--- config.mk ---
export PLATFORM = sky130hd
export DESIGN_NAME = c_subset_lexer_flat
export DESIGN_NICKNAME = d
export VERILOG_FILES = /design/src/cl_pkg.sv /design/src/cl_req_if.sv /design/src/cl_rsp_if.sv /design/src/c_subset_lexer.sv /design/src/cl_front.sv /design/src/cl_back.sv /design/src/flat_wrapper.sv
export SDC_FILE = /design/constraint.sdc
export NUM_CORES = 1
export LEC_CHECK = 0
export BUFFER_PORTS_ARGS = -buffer_cell sky130_fd_sc_hd__buf_4
export CAP_MARGIN = 30
export CORE_MARGIN = 3
export CORE_UTILIZATION = 50
export CTS_CLUSTER_SIZE = 20
export DETAILED_ROUTE_END_ITERATION = 6
export HOLD_SLACK_MARGIN = 0.15
export MAX_ROUTING_LAYER = met4
export PLACE_DENSITY = 0.66
export SLEW_MARGIN = 25
export SYNTH_ARGS = -nofsm -noshare
export SYNTH_HDL_FRONTEND = slang
export SYNTH_HIERARCHICAL = 1
export SYNTH_SLANG_ARGS = --single-unit
--- constraint.sdc ---
create_clock -name clock -period 5.1 [get_ports clock]
set_input_delay 0.255 -clock clock [delete_from_list [all_inputs] [get_ports clock]]
set_output_delay 0.255 -clock clock [all_outputs]
set_load 0.02 [all_outputs]
--- src/cl_pkg.sv ---
package cl_pkg;

   // Token kinds shared by the classifier and the scanner
   localparam logic [5:0] KIND_END      = 6'd0;
   localparam logic [5:0] KIND_IDENT    = 6'd1;
   localparam logic [5:0] KIND_CONST    = 6'd2;
   localparam logic [5:0] KIND_UNKNOWN  = 6'd3;
   localparam logic [5:0] KIND_COMMA    = 6'd4;
   localparam logic [5:0] KIND_COLON    = 6'd5;
   localparam logic [5:0] KIND_SEMI     = 6'd6;
   localparam logic [5:0] KIND_PLUS     = 6'd7;
   localparam logic [5:0] KIND_MINUS    = 6'd8;
   localparam logic [5:0] KIND_STAR     = 6'd9;
   localparam logic [5:0] KIND_SLASH    = 6'd10;
   localparam logic [5:0] KIND_LT       = 6'd11;
   localparam logic [5:0] KIND_LE       = 6'd12;
   localparam logic [5:0] KIND_GT       = 6'd13;
   localparam logic [5:0] KIND_GE       = 6'd14;
   localparam logic [5:0] KIND_ASSIGN   = 6'd15;
   localparam logic [5:0] KIND_EQ       = 6'd16;
   localparam logic [5:0] KIND_NE       = 6'd17;
   localparam logic [5:0] KIND_LPAREN   = 6'd18;
   localparam logic [5:0] KIND_RPAREN   = 6'd19;
   localparam logic [5:0] KIND_LBRACKET = 6'd20;
   localparam logic [5:0] KIND_RBRACKET = 6'd21;
   localparam logic [5:0] KIND_LBRACE   = 6'd22;
   localparam logic [5:0] KIND_RBRACE   = 6'd23;
   localparam logic [5:0] KIND_KEYWORD0 = 6'd24;

   // Character classes found by the front end
   typedef enum logic [3:0] {
      CLASS_SPACE,
      CLASS_SINGLE,
      CLASS_LT,
      CLASS_GT,
      CLASS_EQ,
      CLASS_BANG,
      CLASS_LETTER,
      CLASS_DIGIT,
      CLASS_OTHER
   } char_class_type;

   // Classified source byte, as queued between front and back
   typedef struct packed {
      char_class_type char_class;
      logic [5:0]     single_kind;
      logic [7:0]     char_code;
      logic           end_of_input;
   } scan_item_type;

   // One result token
   typedef struct packed {
      logic [5:0]  token_kind;
      logic [15:0] token_start;
      logic [15:0] token_length;
      logic [30:0] number_value;
      logic        overflow;
      logic        last_of_run;
   } token_type;

endpackage

--- src/cl_req_if.sv ---
interface cl_req_if;
   logic       valid;
   logic       ready;
   logic [7:0] char_code;
   logic       end_of_input;

   modport source (output valid, output char_code, output end_of_input, input ready);
   modport sink (input valid, input char_code, input end_of_input, output ready);
endinterface

--- src/cl_rsp_if.sv ---
interface cl_rsp_if;
   logic        valid;
   logic        ready;
   logic [5:0]  token_kind;
   logic [15:0] token_start;
   logic [15:0] token_length;
   logic [30:0] number_value;
   logic        overflow;
   logic        last_of_run;

   modport source (output valid, output token_kind, output token_start, output token_length,
                   output number_value, output overflow, output last_of_run, input ready);
   modport sink (input valid, input token_kind, input token_start, input token_length,
                 input number_value, input overflow, input last_of_run, output ready);
endinterface

--- src/c_subset_lexer.sv ---
// Streaming lexer for a small C-like language. Each req transaction carries one
// source byte or an end-of-input mark; each rsp transaction carries one token with
// its kind, start position, length and, for constants, the saturated value and an
// overflow flag. A byte yields zero, one or two tokens, and the final token of a
// byte has last_of_run set. Sustained rate is one byte per clock: a classifier
// stage feeds a two-entry queue, and the scanner retires one queued byte per
// cycle while its four-token output buffer has two free slots. A byte that
// yields two tokens needs two rsp transactions, so runs of such bytes are limited
// by the single rsp port. An accepted byte is registered in the queue and its
// tokens in the output buffer before rsp. End of input flushes any pending token,
// emits the end token and resets the position to zero so a new text can follow.
module c_subset_lexer #(
   parameter int KEYWORD_CHARS = 8,
   parameter int POSITION_BITS = 16
) (
   input logic        clock,
   input logic        reset,
   cl_req_if.sink     req_bus,
   cl_rsp_if.source   rsp_bus
);

   logic                      item_valid;
   cl_pkg::scan_item_type     item;
   logic [POSITION_BITS-1:0]  item_pos;
   logic                      item_take;

   // Classify bytes and queue them
   cl_front #(
      .POSITION_BITS (POSITION_BITS)
   ) u_front (
      .clock      (clock),
      .reset      (reset),
      .req_bus    (req_bus),
      .item_valid (item_valid),
      .item       (item),
      .item_pos   (item_pos),
      .item_take  (item_take)
   );

   // Scan queued bytes into tokens
   cl_back #(
      .KEYWORD_CHARS (KEYWORD_CHARS),
      .POSITION_BITS (POSITION_BITS)
   ) u_back (
      .clock      (clock),
      .reset      (reset),
      .item_valid (item_valid),
      .item       (item),
      .item_pos   (item_pos),
      .item_take  (item_take),
      .rsp_bus    (rsp_bus)
   );

endmodule

--- src/cl_front.sv ---
module cl_front #(
   parameter int POSITION_BITS = 16
) (
   input  logic                     clock,
   input  logic                     reset,
   cl_req_if.sink                   req_bus,
   output logic                     item_valid,
   output cl_pkg::scan_item_type    item,
   output logic [POSITION_BITS-1:0] item_pos,
   input  logic                     item_take
);

   cl_pkg::scan_item_type     class_item;
   cl_pkg::scan_item_type     queue_item_ff [2];
   logic [POSITION_BITS-1:0]  queue_pos_ff [2];
   logic                      wr_ptr_ff, wr_ptr_in;
   logic                      rd_ptr_ff, rd_ptr_in;
   logic [1:0]                count_ff, count_in;
   logic [POSITION_BITS-1:0]  pos_ff, pos_in;
   logic                      push;
   logic                      pop;
   logic [7:0]                c;

   // Classify the incoming byte
   always_comb begin
      c = req_bus.char_code;
      class_item.char_code    = c;
      class_item.end_of_input = req_bus.end_of_input;
      class_item.single_kind  = cl_pkg::KIND_END;
      class_item.char_class   = cl_pkg::CLASS_OTHER;
      case (c)
         8'h20, 8'h09, 8'h0A, 8'h0D: class_item.char_class = cl_pkg::CLASS_SPACE;
         "<": class_item.char_class = cl_pkg::CLASS_LT;
         ">": class_item.char_class = cl_pkg::CLASS_GT;
         "=": class_item.char_class = cl_pkg::CLASS_EQ;
         "!": class_item.char_class = cl_pkg::CLASS_BANG;
         ",": begin
            class_item.char_class  = cl_pkg::CLASS_SINGLE;
            class_item.single_kind = cl_pkg::KIND_COMMA;
         end
         ":": begin
            class_item.char_class  = cl_pkg::CLASS_SINGLE;
            class_item.single_kind = cl_pkg::KIND_COLON;
         end
         ";": begin
            class_item.char_class  = cl_pkg::CLASS_SINGLE;
            class_item.single_kind = cl_pkg::KIND_SEMI;
         end
         "+": begin
            class_item.char_class  = cl_pkg::CLASS_SINGLE;
            class_item.single_kind = cl_pkg::KIND_PLUS;
         end
         "-": begin
            class_item.char_class  = cl_pkg::CLASS_SINGLE;
            class_item.single_kind = cl_pkg::KIND_MINUS;
         end
         "*": begin
            class_item.char_class  = cl_pkg::CLASS_SINGLE;
            class_item.single_kind = cl_pkg::KIND_STAR;
         end
         "/": begin
            class_item.char_class  = cl_pkg::CLASS_SINGLE;
            class_item.single_kind = cl_pkg::KIND_SLASH;
         end
         "(": begin
            class_item.char_class  = cl_pkg::CLASS_SINGLE;
            class_item.single_kind = cl_pkg::KIND_LPAREN;
         end
         ")": begin
            class_item.char_class  = cl_pkg::CLASS_SINGLE;
            class_item.single_kind = cl_pkg::KIND_RPAREN;
         end
         "[": begin
            class_item.char_class  = cl_pkg::CLASS_SINGLE;
            class_item.single_kind = cl_pkg::KIND_LBRACKET;
         end
         "]": begin
            class_item.char_class  = cl_pkg::CLASS_SINGLE;
            class_item.single_kind = cl_pkg::KIND_RBRACKET;
         end
         "{": begin
            class_item.char_class  = cl_pkg::CLASS_SINGLE;
            class_item.single_kind = cl_pkg::KIND_LBRACE;
         end
         "}": begin
            class_item.char_class  = cl_pkg::CLASS_SINGLE;
            class_item.single_kind = cl_pkg::KIND_RBRACE;
         end
         default: begin
            if ((c >= "a" && c <= "z") || (c >= "A" && c <= "Z") || c == "_") begin
               class_item.char_class = cl_pkg::CLASS_LETTER;
            end else if (c >= "0" && c <= "9") begin
               class_item.char_class = cl_pkg::CLASS_DIGIT;
            end
         end
      endcase
   end

   // Queue handshake
   assign req_bus.ready = (count_ff != 2'd2);
   assign push          = req_bus.valid && req_bus.ready;
   assign item_valid    = (count_ff != 2'd0);
   assign pop           = item_valid && item_take;
   assign item          = queue_item_ff[rd_ptr_ff];
   assign item_pos      = queue_pos_ff[rd_ptr_ff];

   // Advance pointers, count and source position
   always_comb begin
      wr_ptr_in = push ? ~wr_ptr_ff : wr_ptr_ff;
      rd_ptr_in = pop ? ~rd_ptr_ff : rd_ptr_ff;
      count_in  = count_ff + {1'b0, push} - {1'b0, pop};
      pos_in    = pos_ff;
      if (push) begin
         pos_in = req_bus.end_of_input ? '0 : pos_ff + {{(POSITION_BITS-1){1'b0}}, 1'b1};
      end
   end

   always_ff @(posedge clock) begin
      if (reset) begin
         wr_ptr_ff <= 1'b0;
         rd_ptr_ff <= 1'b0;
         count_ff  <= 2'd0;
         pos_ff    <= '0;
      end else begin
         wr_ptr_ff <= wr_ptr_in;
         rd_ptr_ff <= rd_ptr_in;
         count_ff  <= count_in;
         pos_ff    <= pos_in;
      end
   end

   // Hold queued transactions
   always_ff @(posedge clock) begin
      if (push) begin
         queue_item_ff[wr_ptr_ff] <= class_item;
         queue_pos_ff[wr_ptr_ff]  <= pos_ff;
      end
   end

endmodule

--- src/cl_back.sv ---
module cl_back #(
   parameter int KEYWORD_CHARS = 8,
   parameter int POSITION_BITS = 16
) (
   input  logic                     clock,
   input  logic                     reset,
   input  logic                     item_valid,
   input  cl_pkg::scan_item_type    item,
   input  logic [POSITION_BITS-1:0] item_pos,
   output logic                     item_take,
   cl_rsp_if.source                 rsp_bus
);

   localparam int         KEYWORD_COUNT = 23;
   localparam int         IDX_BITS      = $clog2(KEYWORD_CHARS);
   localparam logic [30:0] NUMBER_MAX   = 31'h7FFF_FFFF;
   localparam logic [15:0] LENGTH_MAX   = 16'hFFFF;

   // Keywords left-justified and padded with spaces
   localparam logic [63:0] KEYWORD_TEXT [KEYWORD_COUNT] = '{
      "bool    ", "char    ", "short   ", "void    ", "int     ", "float   ",
      "double  ", "unsigned", "long    ", "if      ", "else    ", "when    ",
      "do      ", "while   ", "break   ", "switch  ", "case    ", "continue",
      "struct  ", "enum    ", "extern  ", "inline  ", "return  "
   };
   localparam logic [3:0] KEYWORD_LEN [KEYWORD_COUNT] = '{
      4'd4, 4'd4, 4'd5, 4'd4, 4'd3, 4'd5, 4'd6, 4'd8, 4'd4, 4'd2, 4'd4, 4'd4,
      4'd2, 4'd5, 4'd5, 4'd6, 4'd4, 4'd8, 4'd6, 4'd4, 4'd6, 4'd6, 4'd6
   };

   typedef enum logic [6:0] {
      MODE_IDLE = 7'b0000001,
      MODE_WORD = 7'b0000010,
      MODE_NUM  = 7'b0000100,
      MODE_LT   = 7'b0001000,
      MODE_GT   = 7'b0010000,
      MODE_EQ   = 7'b0100000,
      MODE_BANG = 7'b1000000
   } scan_mode_type;

   // Match the stored word against the keyword list
   function automatic logic [5:0] keyword_kind(input logic [63:0] chars, input logic [15:0] len);
      logic [5:0] kind;
      logic       hit;
      kind = cl_pkg::KIND_IDENT;
      for (int i = 0; i < KEYWORD_COUNT; i++) begin
         hit = (len == {12'd0, KEYWORD_LEN[i]});
         for (int j = 0; j < 8; j++) begin
            if (j < int'(KEYWORD_LEN[i]) && chars[j*8 +: 8] != KEYWORD_TEXT[i][(7-j)*8 +: 8]) begin
               hit = 1'b0;
            end
         end
         if (hit) begin
            kind = cl_pkg::KIND_KEYWORD0 + 6'(i);
         end
      end
      return kind;
   endfunction

   scan_mode_type         mode_ff, mode_in;
   logic [15:0]           len_ff, len_in;
   logic [30:0]           acc_ff, acc_in;
   logic                  sat_ff, sat_in;
   logic [15:0]           start_ff, start_in;
   logic [7:0]            word_chars_ff [KEYWORD_CHARS];
   logic                  char_wr;
   logic [IDX_BITS-1:0]   char_wr_idx;
   logic [63:0]           word_bytes;
   logic [31:0]           pos_wide;
   logic [15:0]           pos16;
   logic [34:0]           acc_next;
   cl_pkg::token_type     flush_tok;
   cl_pkg::token_type     second_tok;
   cl_pkg::token_type     tok_a;
   cl_pkg::token_type     tok_b;
   logic                  emit_flush;
   logic                  emit_second;
   logic                  push_a;
   logic                  push_b;
   cl_pkg::token_type     out_ff [4];
   logic [1:0]            wr_ptr_ff, wr_ptr_in;
   logic [1:0]            rd_ptr_ff, rd_ptr_in;
   logic [2:0]            count_ff, count_in;
   logic                  pop;

   // Take an item while two output slots are free
   assign item_take = item_valid && (count_ff <= 3'd2);
   assign pos_wide  = 32'(item_pos);
   assign pos16     = pos_wide[15:0];

   always_comb begin
      for (int j = 0; j < 8; j++) begin
         word_bytes[j*8 +: 8] = word_chars_ff[j];
      end
   end

   // Token held by the current mode
   always_comb begin
      flush_tok              = '0;
      flush_tok.token_start  = start_ff;
      flush_tok.token_length = 16'd1;
      case (mode_ff)
         MODE_WORD: begin
            flush_tok.token_kind   = keyword_kind(word_bytes, len_ff);
            flush_tok.token_length = len_ff;
         end
         MODE_NUM: begin
            flush_tok.token_kind   = cl_pkg::KIND_CONST;
            flush_tok.token_length = len_ff;
            flush_tok.number_value = acc_ff;
            flush_tok.overflow     = sat_ff;
         end
         MODE_LT:   flush_tok.token_kind = cl_pkg::KIND_LT;
         MODE_GT:   flush_tok.token_kind = cl_pkg::KIND_GT;
         MODE_EQ:   flush_tok.token_kind = cl_pkg::KIND_ASSIGN;
         MODE_BANG: flush_tok.token_kind = cl_pkg::KIND_UNKNOWN;
         default:   flush_tok.token_kind = cl_pkg::KIND_END;
      endcase
   end

   // Scan step
   always_comb begin
      mode_in     = mode_ff;
      len_in      = len_ff;
      acc_in      = acc_ff;
      sat_in      = sat_ff;
      start_in    = start_ff;
      char_wr     = 1'b0;
      char_wr_idx = len_ff[IDX_BITS-1:0];
      emit_flush  = 1'b0;
      emit_second = 1'b0;
      second_tok  = '0;
      second_tok.token_start  = pos16;
      second_tok.token_length = 16'd1;
      acc_next    = 35'(acc_ff) * 35'd10 + 35'(item.char_code[3:0]);

      if (item.end_of_input) begin
         emit_flush              = (mode_ff != MODE_IDLE);
         emit_second             = 1'b1;
         second_tok.token_kind   = cl_pkg::KIND_END;
         second_tok.token_length = 16'd0;
         mode_in                 = MODE_IDLE;
      end else if (mode_ff == MODE_WORD && (item.char_class == cl_pkg::CLASS_LETTER ||
                                            item.char_class == cl_pkg::CLASS_DIGIT)) begin
         char_wr = (len_ff < 16'(KEYWORD_CHARS));
         if (len_ff != LENGTH_MAX) begin
            len_in = len_ff + 16'd1;
         end
      end else if (mode_ff == MODE_NUM && item.char_class == cl_pkg::CLASS_DIGIT) begin
         if (acc_next > 35'(NUMBER_MAX)) begin
            acc_in = NUMBER_MAX;
            sat_in = 1'b1;
         end else begin
            acc_in = acc_next[30:0];
         end
         if (len_ff != LENGTH_MAX) begin
            len_in = len_ff + 16'd1;
         end
      end else if ((mode_ff == MODE_LT || mode_ff == MODE_GT || mode_ff == MODE_EQ ||
                    mode_ff == MODE_BANG) && item.char_class == cl_pkg::CLASS_EQ) begin
         emit_second             = 1'b1;
         second_tok.token_start  = start_ff;
         second_tok.token_length = 16'd2;
         case (mode_ff)
            MODE_LT: second_tok.token_kind = cl_pkg::KIND_LE;
            MODE_GT: second_tok.token_kind = cl_pkg::KIND_GE;
            MODE_EQ: second_tok.token_kind = cl_pkg::KIND_EQ;
            default: second_tok.token_kind = cl_pkg::KIND_NE;
         endcase
         mode_in = MODE_IDLE;
      end else begin
         // Close the pending token, then start on this byte
         emit_flush = (mode_ff != MODE_IDLE);
         mode_in    = MODE_IDLE;
         if (item.char_class != cl_pkg::CLASS_SPACE) begin
            start_in = pos16;
         end
         case (item.char_class)
            cl_pkg::CLASS_SINGLE: begin
               emit_second           = 1'b1;
               second_tok.token_kind = item.single_kind;
            end
            cl_pkg::CLASS_OTHER: begin
               emit_second           = 1'b1;
               second_tok.token_kind = cl_pkg::KIND_UNKNOWN;
            end
            cl_pkg::CLASS_LT:   mode_in = MODE_LT;
            cl_pkg::CLASS_GT:   mode_in = MODE_GT;
            cl_pkg::CLASS_EQ:   mode_in = MODE_EQ;
            cl_pkg::CLASS_BANG: mode_in = MODE_BANG;
            cl_pkg::CLASS_LETTER: begin
               mode_in     = MODE_WORD;
               char_wr     = 1'b1;
               char_wr_idx = '0;
               len_in      = 16'd1;
            end
            cl_pkg::CLASS_DIGIT: begin
               mode_in = MODE_NUM;
               acc_in  = 31'(item.char_code[3:0]);
               sat_in  = 1'b0;
               len_in  = 16'd1;
            end
            default: mode_in = MODE_IDLE;
         endcase
      end
   end

   // Order the tokens of this transaction and mark the last one
   always_comb begin
      tok_a             = emit_flush ? flush_tok : second_tok;
      tok_a.last_of_run = !(emit_flush && emit_second);
      tok_b             = second_tok;
      tok_b.last_of_run = 1'b1;
      push_a            = item_take && (emit_flush || emit_second);
      push_b            = item_take && emit_flush && emit_second;
   end

   // Output buffer control
   assign pop            = rsp_bus.valid && rsp_bus.ready;
   assign rsp_bus.valid  = (count_ff != 3'd0);
   assign rsp_bus.token_kind   = out_ff[rd_ptr_ff].token_kind;
   assign rsp_bus.token_start  = out_ff[rd_ptr_ff].token_start;
   assign rsp_bus.token_length = out_ff[rd_ptr_ff].token_length;
   assign rsp_bus.number_value = out_ff[rd_ptr_ff].number_value;
   assign rsp_bus.overflow     = out_ff[rd_ptr_ff].overflow;
   assign rsp_bus.last_of_run  = out_ff[rd_ptr_ff].last_of_run;

   always_comb begin
      wr_ptr_in = wr_ptr_ff + {1'b0, push_a} + {1'b0, push_b};
      rd_ptr_in = rd_ptr_ff + {1'b0, pop};
      count_in  = count_ff + {2'b0, push_a} + {2'b0, push_b} - {2'b0, pop};
   end

   always_ff @(posedge clock) begin
      if (reset) begin
         mode_ff   <= MODE_IDLE;
         len_ff    <= 16'd0;
         acc_ff    <= 31'd0;
         sat_ff    <= 1'b0;
         start_ff  <= 16'd0;
         wr_ptr_ff <= 2'd0;
         rd_ptr_ff <= 2'd0;
         count_ff  <= 3'd0;
      end else begin
         if (item_take) begin
            mode_ff  <= mode_in;
            len_ff   <= len_in;
            acc_ff   <= acc_in;
            sat_ff   <= sat_in;
            start_ff <= start_in;
         end
         wr_ptr_ff <= wr_ptr_in;
         rd_ptr_ff <= rd_ptr_in;
         count_ff  <= count_in;
      end
   end

   // Store word bytes and buffered tokens
   always_ff @(posedge clock) begin
      if (item_take && char_wr) begin
         word_chars_ff[char_wr_idx] <= item.char_code;
      end
      if (push_a) begin
         out_ff[wr_ptr_ff] <= tok_a;
      end
      if (push_b) begin
         out_ff[wr_ptr_ff + 2'd1] <= tok_b;
      end
   end

endmodule

--- src/flat_wrapper.sv ---
// flat-port wrapper written by rule: the top's interface ports become plain ports
module c_subset_lexer_flat 
#(
   parameter int KEYWORD_CHARS = 8,
   parameter int POSITION_BITS = 16
)
  (clock, reset, req_bus_valid, req_bus_char_code, req_bus_end_of_input, req_bus_ready, rsp_bus_valid, rsp_bus_token_kind, rsp_bus_token_start, rsp_bus_token_length, rsp_bus_number_value, rsp_bus_overflow, rsp_bus_last_of_run, rsp_bus_ready);
  cl_req_if req_bus_i ();
  cl_rsp_if rsp_bus_i ();
  input logic clock;
  input logic reset;
  input wire logic [$bits(req_bus_i.valid)-1:0] req_bus_valid;
  input wire logic [$bits(req_bus_i.char_code)-1:0] req_bus_char_code;
  input wire logic [$bits(req_bus_i.end_of_input)-1:0] req_bus_end_of_input;
  output wire logic [$bits(req_bus_i.ready)-1:0] req_bus_ready;
  output wire logic [$bits(rsp_bus_i.valid)-1:0] rsp_bus_valid;
  output wire logic [$bits(rsp_bus_i.token_kind)-1:0] rsp_bus_token_kind;
  output wire logic [$bits(rsp_bus_i.token_start)-1:0] rsp_bus_token_start;
  output wire logic [$bits(rsp_bus_i.token_length)-1:0] rsp_bus_token_length;
  output wire logic [$bits(rsp_bus_i.number_value)-1:0] rsp_bus_number_value;
  output wire logic [$bits(rsp_bus_i.overflow)-1:0] rsp_bus_overflow;
  output wire logic [$bits(rsp_bus_i.last_of_run)-1:0] rsp_bus_last_of_run;
  input wire logic [$bits(rsp_bus_i.ready)-1:0] rsp_bus_ready;
  assign req_bus_i.valid = req_bus_valid;
  assign req_bus_i.char_code = req_bus_char_code;
  assign req_bus_i.end_of_input = req_bus_end_of_input;
  assign req_bus_ready = req_bus_i.ready;
  assign rsp_bus_valid = rsp_bus_i.valid;
  assign rsp_bus_token_kind = rsp_bus_i.token_kind;
  assign rsp_bus_token_start = rsp_bus_i.token_start;
  assign rsp_bus_token_length = rsp_bus_i.token_length;
  assign rsp_bus_number_value = rsp_bus_i.number_value;
  assign rsp_bus_overflow = rsp_bus_i.overflow;
  assign rsp_bus_last_of_run = rsp_bus_i.last_of_run;
  assign rsp_bus_i.ready = rsp_bus_ready;
  c_subset_lexer #(.KEYWORD_CHARS(KEYWORD_CHARS), .POSITION_BITS(POSITION_BITS)) u_core (.clock(clock), .reset(reset), .req_bus(req_bus_i), .rsp_bus(rsp_bus_i));
endmodule
==> metrics <==
first-pass GRT wire length=117 mm; total track usage=0.283; vias in the first global route=19,800; cell-internal power=7.96 mW; CTS Hold Buffers Added=12; largest net degree at the start of global routing=100; Mapped Cells=2,513; hold slack=0.392 ns; Highest Signal Layer=met4; DRC viols=0; row count=82; Initial Util=0.510; Hold Startpoint=req_bus_end_of_input; total gr overflow=0; Max FO, Critical Path=13; met3 wire length=5.16 mm; Cell variety after synth=103; Seq/Total Area, Yosys=0.488; CTS Buf Count=55; slowest CP cell=or4_1; core area=50,600 um2; area share of the largest cell type after synthesis=0.265; PortBufs=85; width of the die=233 um; Die H=233 um; IO Count=86; Routed Wire Length=75.8 mm; clock latency on the worst-skew pair=0.63 ns; sequential power share=0.429; RSZ-0062 raised after global routing=no; peak supply drop=0.305 mV; PD cells=390 nW/um2; Post-Place Setup Slack=0.247 ns; ys flop type=dfxtp_1; Combinational Power Share=0.208; worst hold-check path type=in -> reg; H-Tree Depth=2; Final Hold Fails=0; Syn Nets=2,602; top post-synthesis cells by area=edfxtp_1 27%, dfxtp_1 22%, mux4_2 6.2%; Final WS setup=0.310 ns; antenna cells=0; Critical R2R Launch=u_core/u_back/acc_ff[10]$_SDFFE_PP0P_; CTS tree=built; Crit. End Element=register; startpoint type of the worst setup path=register; CP peak stage delay=0.74 ns; yosys warns=6; period utilisation layout=0.939; Switch Pwr=3.43 mW; Num Clock Sinks=515; TritonRoute pass-1 iters=6; root buf cell=clkbuf_16; Total Power=11.4 mW; met2 wire len=34.7 mm; CTS resizes=0; Slew @ Worst Pin=1.05 ns; async set-reset flop share out of synthesis=0; most common cell in the netlist=dfxtp_1; Syn Area/Cell=10.3 um2; area leader, netlist=edfxtp_1; Max Slew Vio Count=0; placer congestion estimate=1.03; WP data required=5.63 ns; Arrival @ worst endpoint=5.32 ns; Mapped Area=25,800 um2; final setup violation count=0; min cycle time layout=4.79 ns; worst-path cell chain=ha_1, ha_1, a21oi_1, o21ai_0, mux2_2, a311oi_2, nand4_2, or4_1, o21a_1, and4_4, nor3_4, a221o_1; Post-Place Cell Area=27,200 um2; critical path startpoint=u_core/u_back/acc_ff[10]$_SDFFE_PP0P_; max-cap viol count=0; Synth top cells by count=287 x dfxtp_1, 242 x nand2_1, 232 x nand3_1; Non-Filler Instances=3,283; post-CTS setup buffer count=0; outcome=finished clean; Layout area overhead=13.3%; leakage power=10.2 nW; WL/cell=23.1 um; Fin Clk Skew=0.0489 ns; Rel. slew slack=0.296; FMAX=0.209 GHz; most used cell, CP=ha_1; Vias/cell=6.33; drt first-iter violations=2,013; maximum clock path buffer count=3; post-layout util=0.578; clk slew on worst S/H paths=0.06 ns; Synth Register Bits=515; clock share of power=0.363; TNS Setup=0 ns; Inst Count DP=3,166; final non-filler cell area=29,200 um2; Crit Path Class=reg -> reg; share of cells above drive strength 1=0.151; Total Nets Final=2,653; initial antenna violation count=0; Die ar.=54,400 um2; met1 wire length=34.0 mm; total number of vias=20,800; dpl hpwl=51.9 mm; Post-DRT Antenna Nets=0; number of flops mapped to enable cells by yosys=228; Sw Share=0.301
power groups by stage:
stage	combinational [mW]	sequential, mW	clock (mW)
2_1_floorplan	1.59	4.82	0
3_3_place_gp	2.33	4.96	0
3_5_place_dp	2.35	4.97	0
4_1_cts	2.37	4.89	4.21
5_1_grt	2.55	4.92	4.37
6_report	2.37	4.88	4.14
flip-flops by register name, indices dropped and copies added (netlist names), named ones only:
| register | count |
|---|---|
| u_core/u_back/acc_ff | 31 |
| u_core/u_back/count_ff | 3 |
| u_core/u_back/len_ff | 16 |
| u_core/u_back/mode_ff | 7 |
| u_core/u_back/out_ff | 284 |
| u_core/u_back/rd_ptr_ff | 2 |
| u_core/u_back/sat_ff | 1 |
| u_core/u_back/start_ff | 16 |
| u_core/u_back/word_chars_ff | 64 |
| u_core/u_back/wr_ptr_ff | 2 |
| u_core/u_front/count_ff | 2 |
| u_core/u_front/pos_ff | 16 |
| u_core/u_front/queue_item_ff | 36 |
| u_core/u_front/queue_pos_ff | 32 |
| u_core/u_front/rd_ptr_ff | 1 |
| u_core/u_front/wr_ptr_ff | 1 |
worst max-delay path: cells and delay by family (launching register included):
kind	cells	cell delay (ns)
and+or+nand+nor	4	1.64
adders and majority gates	2	0.81
DFF	1	0.44
AOI/OAI and AO/OA	5	1.42
muxes	1	0.43
cell usage in the layout (no fill, tap or decap), types with 10 or more instances in the layout:
cell type,netlist,final
clkbuf_16,0,56
nand4b_1,10,10
xnor2_1,33,33
and2_1,20,19
dlygate4sd3_1,0,12
nand4_1,37,37
a21o_1,20,20
xor2_1,30,30
or2_2,10,10
mux4_2,71,71
a31oi_1,11,11
nand3_1,232,230
o21a_1,19,19
o211ai_1,10,10
nor4_1,24,24
o21ai_0,193,193
dfxtp_1,287,285
nor3b_1,15,15
nor2b_1,18,18
or4_1,11,11
nor3_1,54,54
clkbuf_8,0,13
o22ai_1,35,35
and3_1,18,18
edfxtp_1,228,228
mux2i_1,24,24
nand2b_1,17,17
nand2_1,242,237
a22o_1,52,52
and4_1,16,16
inv_1,33,33
buf_4,3,133
mux2_2,36,36
nor2_1,156,152
ha_1,71,71
a221o_1,12,12
a21oi_1,131,131
or3_1,27,27
clkinv_2,0,10
cell families (layout without fill, tap and decap cells):
| logic type | after synthesis | in the layout | share of synthesized area |
|---|---|---|---|
| and+or+nand+nor | 960 | 960 | 0.191 |
| AOI/OAI and AO/OA | 576 | 576 | 0.143 |
| DFF | 515 | 515 | 0.488 |
| buffers and inverters | 189 | 287 | 0.0294 |
| muxes | 131 | 131 | 0.0870 |
| adders and majority gates | 76 | 76 | 0.0383 |
| xor gates and xnor gates | 65 | 65 | 0.0229 |
| other | 1 | 1 | 0.000145 |
final timing paths:
| check | endpoint | slack (ns) | cells past startpoint |
|---|---|---|---|
| hold reg to reg | u_core/u_back/out_ff[2][35]$_SDFFE_PP0P_ | 0.45 | 2 |
| hold / removal | u_core/u_front/queue_item_ff[1][0]$_DFFE_PP_ | 0.39 | 2 |
| setup / recovery | u_core/u_back/acc_ff[25]$_SDFFE_PP0P_ | 0.31 | 12 |
| setup reg to reg | u_core/u_back/acc_ff[25]$_SDFFE_PP0P_ | 0.31 | 12 |
routing by layer:
metal,GRT usage,vias up
met5,-,-
met2,0.433,798
met1,0.398,10200
li1,-,9614
met3,0.0376,137
met4,0.0801,0
layout make-up:
cell class | count | area (um2)
fillers | 4279 | 21300
clock buffers | 76 | 1610
flip-flops and latches | 515 | 12600
inverters | 35 | 131
multi-input cells | 1809 | 12600
repair buffers | 148 | 1190
well taps | 672 | 841
clock inverters | 28 | 320
(Power assumes the default switching activity.)
